**src/design/deq_pkg.sv**
```systemverilog
// Shared types and constants for the double-ended queue.
// Used by deq_cell, double_ended_queue and deq_checker; no dependencies.
`timescale 1ns / 1ps

package deq_pkg;

    // Storage depth and derived widths
    localparam int DEPTH   = 16;
    localparam int CNT_W   = $clog2(DEPTH + 1);
    localparam int DATA_W  = 32;
    localparam int COUNT_W = 5;
    localparam int CMD_W   = 2;
    localparam int STAT_W  = 2;

    // Stream widths, padded to whole bytes
    localparam int S_TDATA_W = ((DATA_W + 7) / 8) * 8;
    localparam int M_TDATA_W = ((DATA_W + COUNT_W + 7) / 8) * 8;

    typedef enum logic [CMD_W-1:0] {
        CMD_PUSH_LEFT  = 2'd0,
        CMD_PUSH_RIGHT = 2'd1,
        CMD_POP_LEFT   = 2'd2,
        CMD_POP_RIGHT  = 2'd3
    } deq_cmd_t;

    typedef enum logic [STAT_W-1:0] {
        STATUS_OK    = 2'd0,
        STATUS_EMPTY = 2'd1,
        STATUS_FULL  = 2'd2
    } deq_status_t;

    // One-hot operation broadcast to every cell in the row
    typedef struct packed {
        logic shift_in_left;   // push left: every entry moves one cell right
        logic shift_in_right;  // pop left: every entry moves one cell left
        logic fill_tail;       // push right: first empty cell takes the value
        logic drop_tail;       // pop right: last occupied cell empties
    } deq_op_t;

endpackage

```
**src/design/double_ended_queue.sv**
```systemverilog
// Top level of the double-ended queue: command decode, cell row, result register.
// Depends on deq_pkg and deq_cell.
`timescale 1ns / 1ps

// Bounded double-ended queue of DEPTH signed 32-bit values, kept in a row of
// cells with the leftmost element always in cell 0. Each command beat (push
// left, push right, pop left, pop right) updates the whole cell row together and
// yields one registered result beat in the next cycle, so the block takes one
// command per cycle as long as the result channel is not held by back-pressure. A new
// command is taken while the result register is empty or being drained in the
// same cycle. A pop on an empty queue reports status empty, a push on a full
// queue reports status full and is dropped; neither changes the contents.
module double_ended_queue (
    input  logic                            clk,
    input  logic                            rst_n,
    // Command channel
    input  logic                            s_tvalid,
    output logic                            s_tready,
    input  logic [deq_pkg::S_TDATA_W-1:0]   s_tdata,   // [31:0] push_value
    input  logic [deq_pkg::CMD_W-1:0]       s_tuser,   // [1:0] cmd
    // Result channel
    output logic                            m_tvalid,
    input  logic                            m_tready,
    output logic [deq_pkg::M_TDATA_W-1:0]   m_tdata,   // [31:0] pop_value, [36:32] count
    output logic [deq_pkg::STAT_W-1:0]      m_tuser    // [1:0] status
);

    localparam int PAD_W = deq_pkg::M_TDATA_W - deq_pkg::DATA_W - deq_pkg::COUNT_W;

    logic                                 accept;
    logic                                 full;
    logic                                 empty;
    deq_pkg::deq_cmd_t                    cmd;
    logic signed [deq_pkg::DATA_W-1:0]    push_value;
    deq_pkg::deq_op_t                     op;

    logic signed [deq_pkg::DATA_W-1:0]    cell_data  [deq_pkg::DEPTH];
    logic                                 cell_valid [deq_pkg::DEPTH];
    logic signed [deq_pkg::DATA_W-1:0]    tail_data;

    logic [deq_pkg::CNT_W-1:0]            count_reg;
    logic [deq_pkg::CNT_W-1:0]            count_next;
    logic                                 out_valid_reg;
    logic signed [deq_pkg::DATA_W-1:0]    pop_value_reg;
    logic signed [deq_pkg::DATA_W-1:0]    pop_value_next;
    deq_pkg::deq_status_t                 status_reg;
    deq_pkg::deq_status_t                 status_next;

    assign cmd        = deq_pkg::deq_cmd_t'(s_tuser);
    assign push_value = s_tdata[deq_pkg::DATA_W-1:0];
    assign s_tready   = !out_valid_reg || m_tready;
    assign accept     = s_tvalid && s_tready;
    assign full       = (count_reg == deq_pkg::CNT_W'(deq_pkg::DEPTH));
    assign empty      = (count_reg == '0);

    // Build the cell row; cell 0 holds the leftmost element
    for (genvar i = 0; i < deq_pkg::DEPTH; i++)
    begin : g_cell
        logic signed [deq_pkg::DATA_W-1:0] left_data;
        logic                              left_valid;
        logic signed [deq_pkg::DATA_W-1:0] right_data;
        logic                              right_valid;

        if (i == 0)
        begin : g_first
            assign left_data  = push_value;
            assign left_valid = 1'b1;
        end
        else
        begin : g_inner_left
            assign left_data  = cell_data[i-1];
            assign left_valid = cell_valid[i-1];
        end

        if (i == deq_pkg::DEPTH - 1)
        begin : g_last
            assign right_data  = '0;
            assign right_valid = 1'b0;
        end
        else
        begin : g_inner_right
            assign right_data  = cell_data[i+1];
            assign right_valid = cell_valid[i+1];
        end

        deq_cell u_cell (
            .clk         (clk),
            .rst_n       (rst_n),
            .op          (op),
            .push_value  (push_value),
            .left_data   (left_data),
            .left_valid  (left_valid),
            .right_data  (right_data),
            .right_valid (right_valid),
            .data        (cell_data[i]),
            .valid       (cell_valid[i])
        );
    end

    // Select the value in the last occupied cell
    always_comb
    begin
        tail_data = '0;
        for (int i = 0; i < deq_pkg::DEPTH; i++)
        begin
            if (cell_valid[i] && (i == deq_pkg::DEPTH - 1 || !cell_valid[(i + 1) % deq_pkg::DEPTH]))
            begin
                tail_data = tail_data | cell_data[i];
            end
        end
    end

    // Decode the command into a row operation and a result
    always_comb
    begin
        op             = '0;
        count_next     = count_reg;
        pop_value_next = '0;
        status_next    = deq_pkg::STATUS_OK;
        unique case (cmd)
            deq_pkg::CMD_PUSH_LEFT:
            begin
                if (full)
                begin
                    status_next = deq_pkg::STATUS_FULL;
                end
                else
                begin
                    op.shift_in_left = accept;
                    count_next       = count_reg + 1'b1;
                end
            end
            deq_pkg::CMD_PUSH_RIGHT:
            begin
                if (full)
                begin
                    status_next = deq_pkg::STATUS_FULL;
                end
                else
                begin
                    op.fill_tail = accept;
                    count_next   = count_reg + 1'b1;
                end
            end
            deq_pkg::CMD_POP_LEFT:
            begin
                if (empty)
                begin
                    status_next = deq_pkg::STATUS_EMPTY;
                end
                else
                begin
                    op.shift_in_right = accept;
                    count_next        = count_reg - 1'b1;
                    pop_value_next    = cell_data[0];
                end
            end
            deq_pkg::CMD_POP_RIGHT:
            begin
                if (empty)
                begin
                    status_next = deq_pkg::STATUS_EMPTY;
                end
                else
                begin
                    op.drop_tail   = accept;
                    count_next     = count_reg - 1'b1;
                    pop_value_next = tail_data;
                end
            end
            default:
            begin
                op = '0;
            end
        endcase
    end

    // Advance the count and the result valid flag
    always_ff @(posedge clk or negedge rst_n)
    begin
        if (!rst_n)
        begin
            count_reg     <= '0;
            out_valid_reg <= 1'b0;
        end
        else
        begin
            if (accept)
            begin
                count_reg <= count_next;
            end
            if (accept)
            begin
                out_valid_reg <= 1'b1;
            end
            else if (m_tready)
            begin
                out_valid_reg <= 1'b0;
            end
        end
    end

    // Load the result beat
    always_ff @(posedge clk)
    begin
        if (accept)
        begin
            pop_value_reg <= pop_value_next;
            status_reg    <= status_next;
        end
    end

    assign m_tvalid = out_valid_reg;
    assign m_tdata  = {{PAD_W{1'b0}}, deq_pkg::COUNT_W'(count_reg), pop_value_reg};
    assign m_tuser  = status_reg;

endmodule

```
**src/design/deq_cell.sv**
```systemverilog
// One storage cell of the queue row: a value and an occupied flag.
// Depends on deq_pkg; instanced DEPTH times by double_ended_queue.
`timescale 1ns / 1ps

module deq_cell (
    input  logic                              clk,
    input  logic                              rst_n,
    input  deq_pkg::deq_op_t                  op,
    input  logic signed [deq_pkg::DATA_W-1:0] push_value,
    input  logic signed [deq_pkg::DATA_W-1:0] left_data,
    input  logic                              left_valid,
    input  logic signed [deq_pkg::DATA_W-1:0] right_data,
    input  logic                              right_valid,
    output logic signed [deq_pkg::DATA_W-1:0] data,
    output logic                              valid
);

    logic signed [deq_pkg::DATA_W-1:0] data_reg;
    logic signed [deq_pkg::DATA_W-1:0] data_next;
    logic                              valid_reg;
    logic                              valid_next;

    // Pick the next contents from the neighbors or the pushed value
    always_comb
    begin
        data_next  = data_reg;
        valid_next = valid_reg;
        priority if (op.shift_in_left)
        begin
            data_next  = left_data;
            valid_next = left_valid;
        end
        else if (op.shift_in_right)
        begin
            data_next  = right_data;
            valid_next = right_valid;
        end
        else if (op.fill_tail)
        begin
            if (!valid_reg && left_valid)
            begin
                data_next  = push_value;
                valid_next = 1'b1;
            end
        end
        else if (op.drop_tail)
        begin
            if (valid_reg && !right_valid)
            begin
                valid_next = 1'b0;
            end
        end
    end

    // Hold the occupied flag
    always_ff @(posedge clk or negedge rst_n)
    begin
        if (!rst_n)
        begin
            valid_reg <= 1'b0;
        end
        else
        begin
            valid_reg <= valid_next;
        end
    end

    // Hold the value
    always_ff @(posedge clk)
    begin
        data_reg <= data_next;
    end

    assign data  = data_reg;
    assign valid = valid_reg;

endmodule

```
**config.mk**
```make
export PLATFORM = sky130hd
export DESIGN_NAME = double_ended_queue
export DESIGN_NICKNAME = d
export VERILOG_FILES = /design/src/design/deq_pkg.sv /design/src/design/double_ended_queue.sv /design/src/design/deq_cell.sv
export SDC_FILE = /design/constraint.sdc
export NUM_CORES = 1
export LEC_CHECK = 0
export BUFFER_PORTS_ARGS = -buffer_cell sky130_fd_sc_hd__clkbuf_2
export CAP_MARGIN = 20
export CORE_UTILIZATION = 45
export DETAILED_ROUTE_END_ITERATION = 12
export HOLD_SLACK_MARGIN = 0.08
export PLACE_DENSITY = 0.6
export SLEW_MARGIN = 20
export SYNTH_ARGS = -nofsm -noshare
export SYNTH_HDL_FRONTEND = slang
export SYNTH_SLANG_ARGS = --single-unit
```
**constraint.sdc**
```tcl
create_clock -name clk -period 3.48 [get_ports clk]
set_input_delay 0 -clock clk [delete_from_list [all_inputs] [get_ports clk]]
set_output_delay 0 -clock clk [all_outputs]
set_load 0.03 [all_outputs]
```
== Word level (Yosys, flattened, before mapping) ==
Index checks and enable logic that the tools add are counted.
Widths: inputs -> output; s select.
Word-level totals
  bits in registers: 568
  bits of input ports: 38
  output and inout bits: 44
  word-level logic and storage cells: 369
Operators by class
  $add $sub $neg: 2
  eq/ne operators: 22
  muxes and demuxes: 191
  bitwise operators: 15
  reductions and logical operators: 103
Operators with widths (number)
  $mux 32: 82
  $or 32x32->32: 15
  $mux 1: 103
  $pmux 32 s2: 1
  $reduce_bool 4->1: 16
  $ne 4x2->1 const B: 15
  $reduce_bool 3->1: 16
  $reduce_and 3->1: 15
  $reduce_and 2->1: 18
  $logic_and 1x1->1: 16
  $logic_not 1->1: 16
  $mux 5: 2
  $pmux 5 s2: 1
  $add 5x1->5 const B: 1
  $eq 5x5->1 const B: 1
  $logic_not 5->1: 1
  $sub 5x1->5 const B: 1
  $eq 2x2->1 const B: 2
  $ne 2x2->1 const B: 2
  $pmux 2 s2: 1
  $reduce_or 2->1: 2
  $ne 3x1->1 const B: 1
  $eq 2x1->1 const B: 1
  $logic_not 2->1: 1
  other kinds (3): 3

== Depth between registers and ports, before layout ==
  depth after elaboration: 35
  mapped depth: 10
  mapped depth without buffers: 6

== Cells and area by module ==
From an unflattened synthesis, not the netlist that was laid out.
Second synthesis, totals
  cell total of the unflattened synthesis: 2910
  area total of the unflattened synthesis: 32555.0 sq um
Modules (own cells, without submodules)
  deq_cell: times used 16, cells each 149, area an instance 1745.4 sq um, sequential area each 985.9 sq um
  double_ended_queue: times used 1, cells each 526, area an instance 4628.2 sq um, sequential area each 1171.1 sq um

== Worst setup path before layout ==
No wires, ideal clock.
  path kind: reg-to-reg
  start: reg count_reg[0] (netlist name)
  end: reg g_cell[10].u_cell.data_reg, in the netlist g_cell[10].u_cell.data[0], enable pin
  arrival time: 3.476 ns
  path slack: -0.428 ns
  cell stages (with the launch flop): 9
  cells stage by stage: dfrtp_1 -> or4_1 -> buf_2 -> o21ai_2 -> nor3_2 -> buf_2 -> nor2_4 -> buf_2 -> a21oi_1
On the way
  longest elaborated chain between the ends: 5
  elaborated cells on any way between the ends: 10
  those cells by class: eq/ne: 1; mux: 5; reduce/logical: 4
RTL lines
  start: declaration: RTL line double_ended_queue.sv:41  | logic [deq_pkg::CNT_W-1:0] count_reg;
  start signal: assignment: RTL line double_ended_queue.sv:190  | count_reg <= count_next;
  $eq 5x5->1 or $logic_not 5->1 (tied branches): RTL line double_ended_queue.sv:53, double_ended_queue.sv:54
  $mux 1 (on tied branches): RTL line double_ended_queue.sv:123, double_ended_queue.sv:135, double_ended_queue.sv:147
  $mux 1: RTL line double_ended_queue.sv:120  | unique case (cmd)
  $reduce_bool 3->1 (no source line)
  $reduce_and 2->1 (no source line) (*)
  end signal: assignment: RTL line deq_cell.sv:71  | data_reg <= data_next;
  end: declaration: RTL line deq_cell.sv:18  | logic signed [deq_pkg::DATA_W-1:0] data_reg;
Every way passes the cells marked *; elsewhere a longest branch is shown, timed or not.
A chain may end at the register's enable or synchronous reset.

== Final worst setup path ==
  start: reg count_reg[1] (netlist name)
  end: reg g_cell[5].u_cell.data_reg, in the netlist g_cell[5].u_cell.data[6], enable pin
On the way
  longest elaborated chain between the ends: 5
  elaborated cells on any way between the ends: 10
  those cells by class: eq/ne: 1; mux: 5; reduce/logical: 4
RTL lines (RTL line)
  $eq 5x5->1 or $logic_not 5->1 (tied branches): double_ended_queue.sv:53, double_ended_queue.sv:54
  $mux 1 (on tied branches): double_ended_queue.sv:123, double_ended_queue.sv:135, double_ended_queue.sv:147
  $mux 1: double_ended_queue.sv:120
  $reduce_bool 3->1 (no source line)
  $reduce_and 2->1 (no source line) (*)
  end signal: assignment: deq_cell.sv:71
  end: declaration: deq_cell.sv:18
Marked as above.

==> impl_metrics.json <==
{
  "status": "complete, no violations",
  "yosysSeqAreaShare_pct": 60.7,
  "postCtsSetupRepairBufs": 0,
  "rsz0062_at_grt": "false",
  "maxSlewHeadroom_pct": 38.9,
  "avgSynthCellArea_um2": 13.6,
  "fillers": 5170,
  "cp_data_arrival_time_ps": 3330,
  "critical_path_required_ps": 3820,
  "crit_type": "reg2reg",
  "dpl.hpwl_um": 55700,
  "fin_area_um2": 31500,
  "yosysWarnings": 0,
  "final.setup_skew_ps": 21.8,
  "area_growth_pct": 12.7,
  "core_um2": 60800,
  "setup_tns_ps": 0,
  "gp_congestion": 0.853,
  "worst_pin_slew_ps": 917,
  "cts_root_buf": "clkbuf_16",
  "port_buffers": 78,
  "synth_edf_count": 546,
  "htree_levels": 2,
  "initial_core_util_pct": 45.9,
  "hold_viol": 0,
  "max-cap-violations": 0,
  "ir_drop_uv": 401,
  "synth_cells": 2045,
  "syn-cell-area_um2": 27900,
  "cp-start-kind": "register",
  "r2r_slack_ps": 480,
  "route.vias.total": 21744,
  "post-route-period-util_pct": 86.1,
  "p_per_area_nw_per_um2": 736,
  "overflow": 0,
  "layout_commonest_cell": "edfxtp_1",
  "cellLeakagePower_uw": 0.0108,
  "firstDrtPassIters": 6,
  "ys.flop_type": "edfxtp_1",
  "dpl_cell_area_um2": 29200,
  "maxSlewViolCount": 0,
  "grtUsageTotal_pct": 29.6,
  "viasPerCell": 7.53,
  "ys_ff_latch": 568,
  "clockBufferDepth": 3,
  "place_inst": 2735,
  "ant_nets": 0,
  "async_flop_share_pct": 3.87,
  "clk_pin_slew_worst_paths_ps": 60,
  "grt_pass1_vias": 20403,
  "fin_nets": 2097,
  "ioPinCount": 82,
  "fin_cells": 2886,
  "setup_violations": 0,
  "drc": 0,
  "clock_sinks": 568,
  "layout-drive-gt1-share_pct": 15.5,
  "insertion_delay_ps": 640,
  "cts_buffers": 61,
  "rows": 90,
  "setup_slack_ps": 483,
  "layout_common_cells": "546 x edfxtp_1, 463 x a221o_1, 141 x nand2_1, 124 x a22oi_1, 77 x clkbuf_2",
  "largest_register_ffs": 512,
  "grt_antenna_before_repair": 1,
  "cts_tree": "done",
  "layout_min_cycle_time_ps": 3000,
  "fmax_mhz": 334,
  "grt_pass1_wl_um": 139000,
  "worstPathMaxFanout": 18,
  "hp-class": "in2reg",
  "post_drt_wl_per_cell_um": 33.2,
  "grt_max_degree": 188,
  "diodes": 0,
  "place_ws_ps": 553,
  "die_y_um": 251,
  "wl_um": 95800,
  "yosysUniqueCellTypes": 63,
  "die_area_um2": 63000,
  "cts_resized": 0,
  "end_kind": "register",
  "die_w_um": 251,
  "drt_iter0_markers": 3197
}
-- stage by stage --
stage                     hold slack [ps]  utilization (%)  total power (uW)
after floorplan                      -296                -             13300
after global placement               33.1             48.0             16600
after detailed placement             44.0             48.0             16700
after CTS                             159             51.7             23000
after global routing                  213             51.7             23800
final                                 194             51.7             23200
-- repair_timing --
action	in CTS	in global routing
hold buffers	39	0
endpoints found under the setup margin	0	0
hold endpoints to repair	71	0
-- cells in the mapped netlist, drive strengths merged (9+ instances only) --
| cell type | number | share of area [%] |
|---|---|---|
| a21o | 37 | 1.0 |
| a21oi | 32 | 0.59 |
| a221o | 463 | 17 |
| a221oi | 65 | 2.0 |
| a22o | 34 | 1.1 |
| a22oi | 124 | 3.3 |
| a31oi | 17 | 0.38 |
| and3 | 45 | 1.0 |
| buf | 146 | 3.7 |
| clkbuf | 127 | 1.7 |
| dfrtp | 22 | 2.0 |
| edfxtp | 546 | 59 |
| inv | 17 | 0.23 |
| nand2 | 141 | 1.9 |
| nand2b | 10 | 0.23 |
| nand3 | 9 | 0.18 |
| nand3b | 14 | 0.38 |
| nand4 | 24 | 0.54 |
| nor2 | 17 | 0.26 |
| nor2b | 19 | 0.43 |
| nor3 | 13 | 0.29 |
| o21ai | 46 | 0.88 |
| o221a | 14 | 0.56 |
-- final timing paths --
| kind | startpoint | endpoint | depth (start not counted) |
|---|---|---|---|
| max | count_reg[1] | g_cell[5].u_cell.data[6] | 7 |
| min | s_tdata[6] | g_cell[0].u_cell.data[6] | 4 |
| max reg2reg | count_reg[1] | g_cell[5].u_cell.data[6] | 7 |
| min reg2reg | g_cell[15].u_cell.data[26] | g_cell[14].u_cell.data[26] | 1 |
| max in group asynchronous | rst_n | g_cell[15].u_cell.valid | 4 |
| min in group asynchronous | rst_n | count_reg[2] | 4 |
-- where the power goes --
part / internal (uW) / switching [uW] / total [uW]
clock network: 3540 / 2780 / 6330
logic: 2550 / 4760 / 7310
registers: 8630 / 894 / 9520
-- per-layer routing --
metal	track usage, %	part of all wire [%]	vias to the layer above
met5	0	0	-
met4	12.1	4.2	0
met3	5.74	11	273
met2	45.8	46	1608
met1	40.9	40	11025
li1	-	-	8838
-- cell type report --
type / instances / area [um2] / share of cell area (%)
Timing Repair Buffer: 218 / 1860 / 5.92
Clock buffer: 75 / 1600 / 5.09
Sequential cell: 568 / 16900 / 53.9
Tap cell: 782 / 978 / 3.11
Inverter: 17 / 63.8 / 0.203
Multi-Input combinational cell: 1189 / 9710 / 30.9
Clock inverter: 37 / 293 / 0.931
-- cells by family after synthesis --
| group | after synthesis | synth area share [%] |
|---|---|---|
| flops | 568 | 60.7 |
| xor+xnor | 6 | 0.188 |
| buf+inv | 290 | 5.64 |
| compound gates | 872 | 27.7 |
| simple gates | 302 | 5.51 |
| fa+ha+maj | 4 | 0.206 |
| mux | 2 | 0.0807 |
| other cells | 1 | 0.0134 |
-- worst max-delay path: stages (launching register included) --
cell	delay [ps]
dfrtp_1	480
or4_1	770
o2111a_1	340
buf_4	180
nor2_4	140
buf_4	400
nor2b_4	80
buf_4	280
No activity file was read; power rests on OpenSTA's default activity.
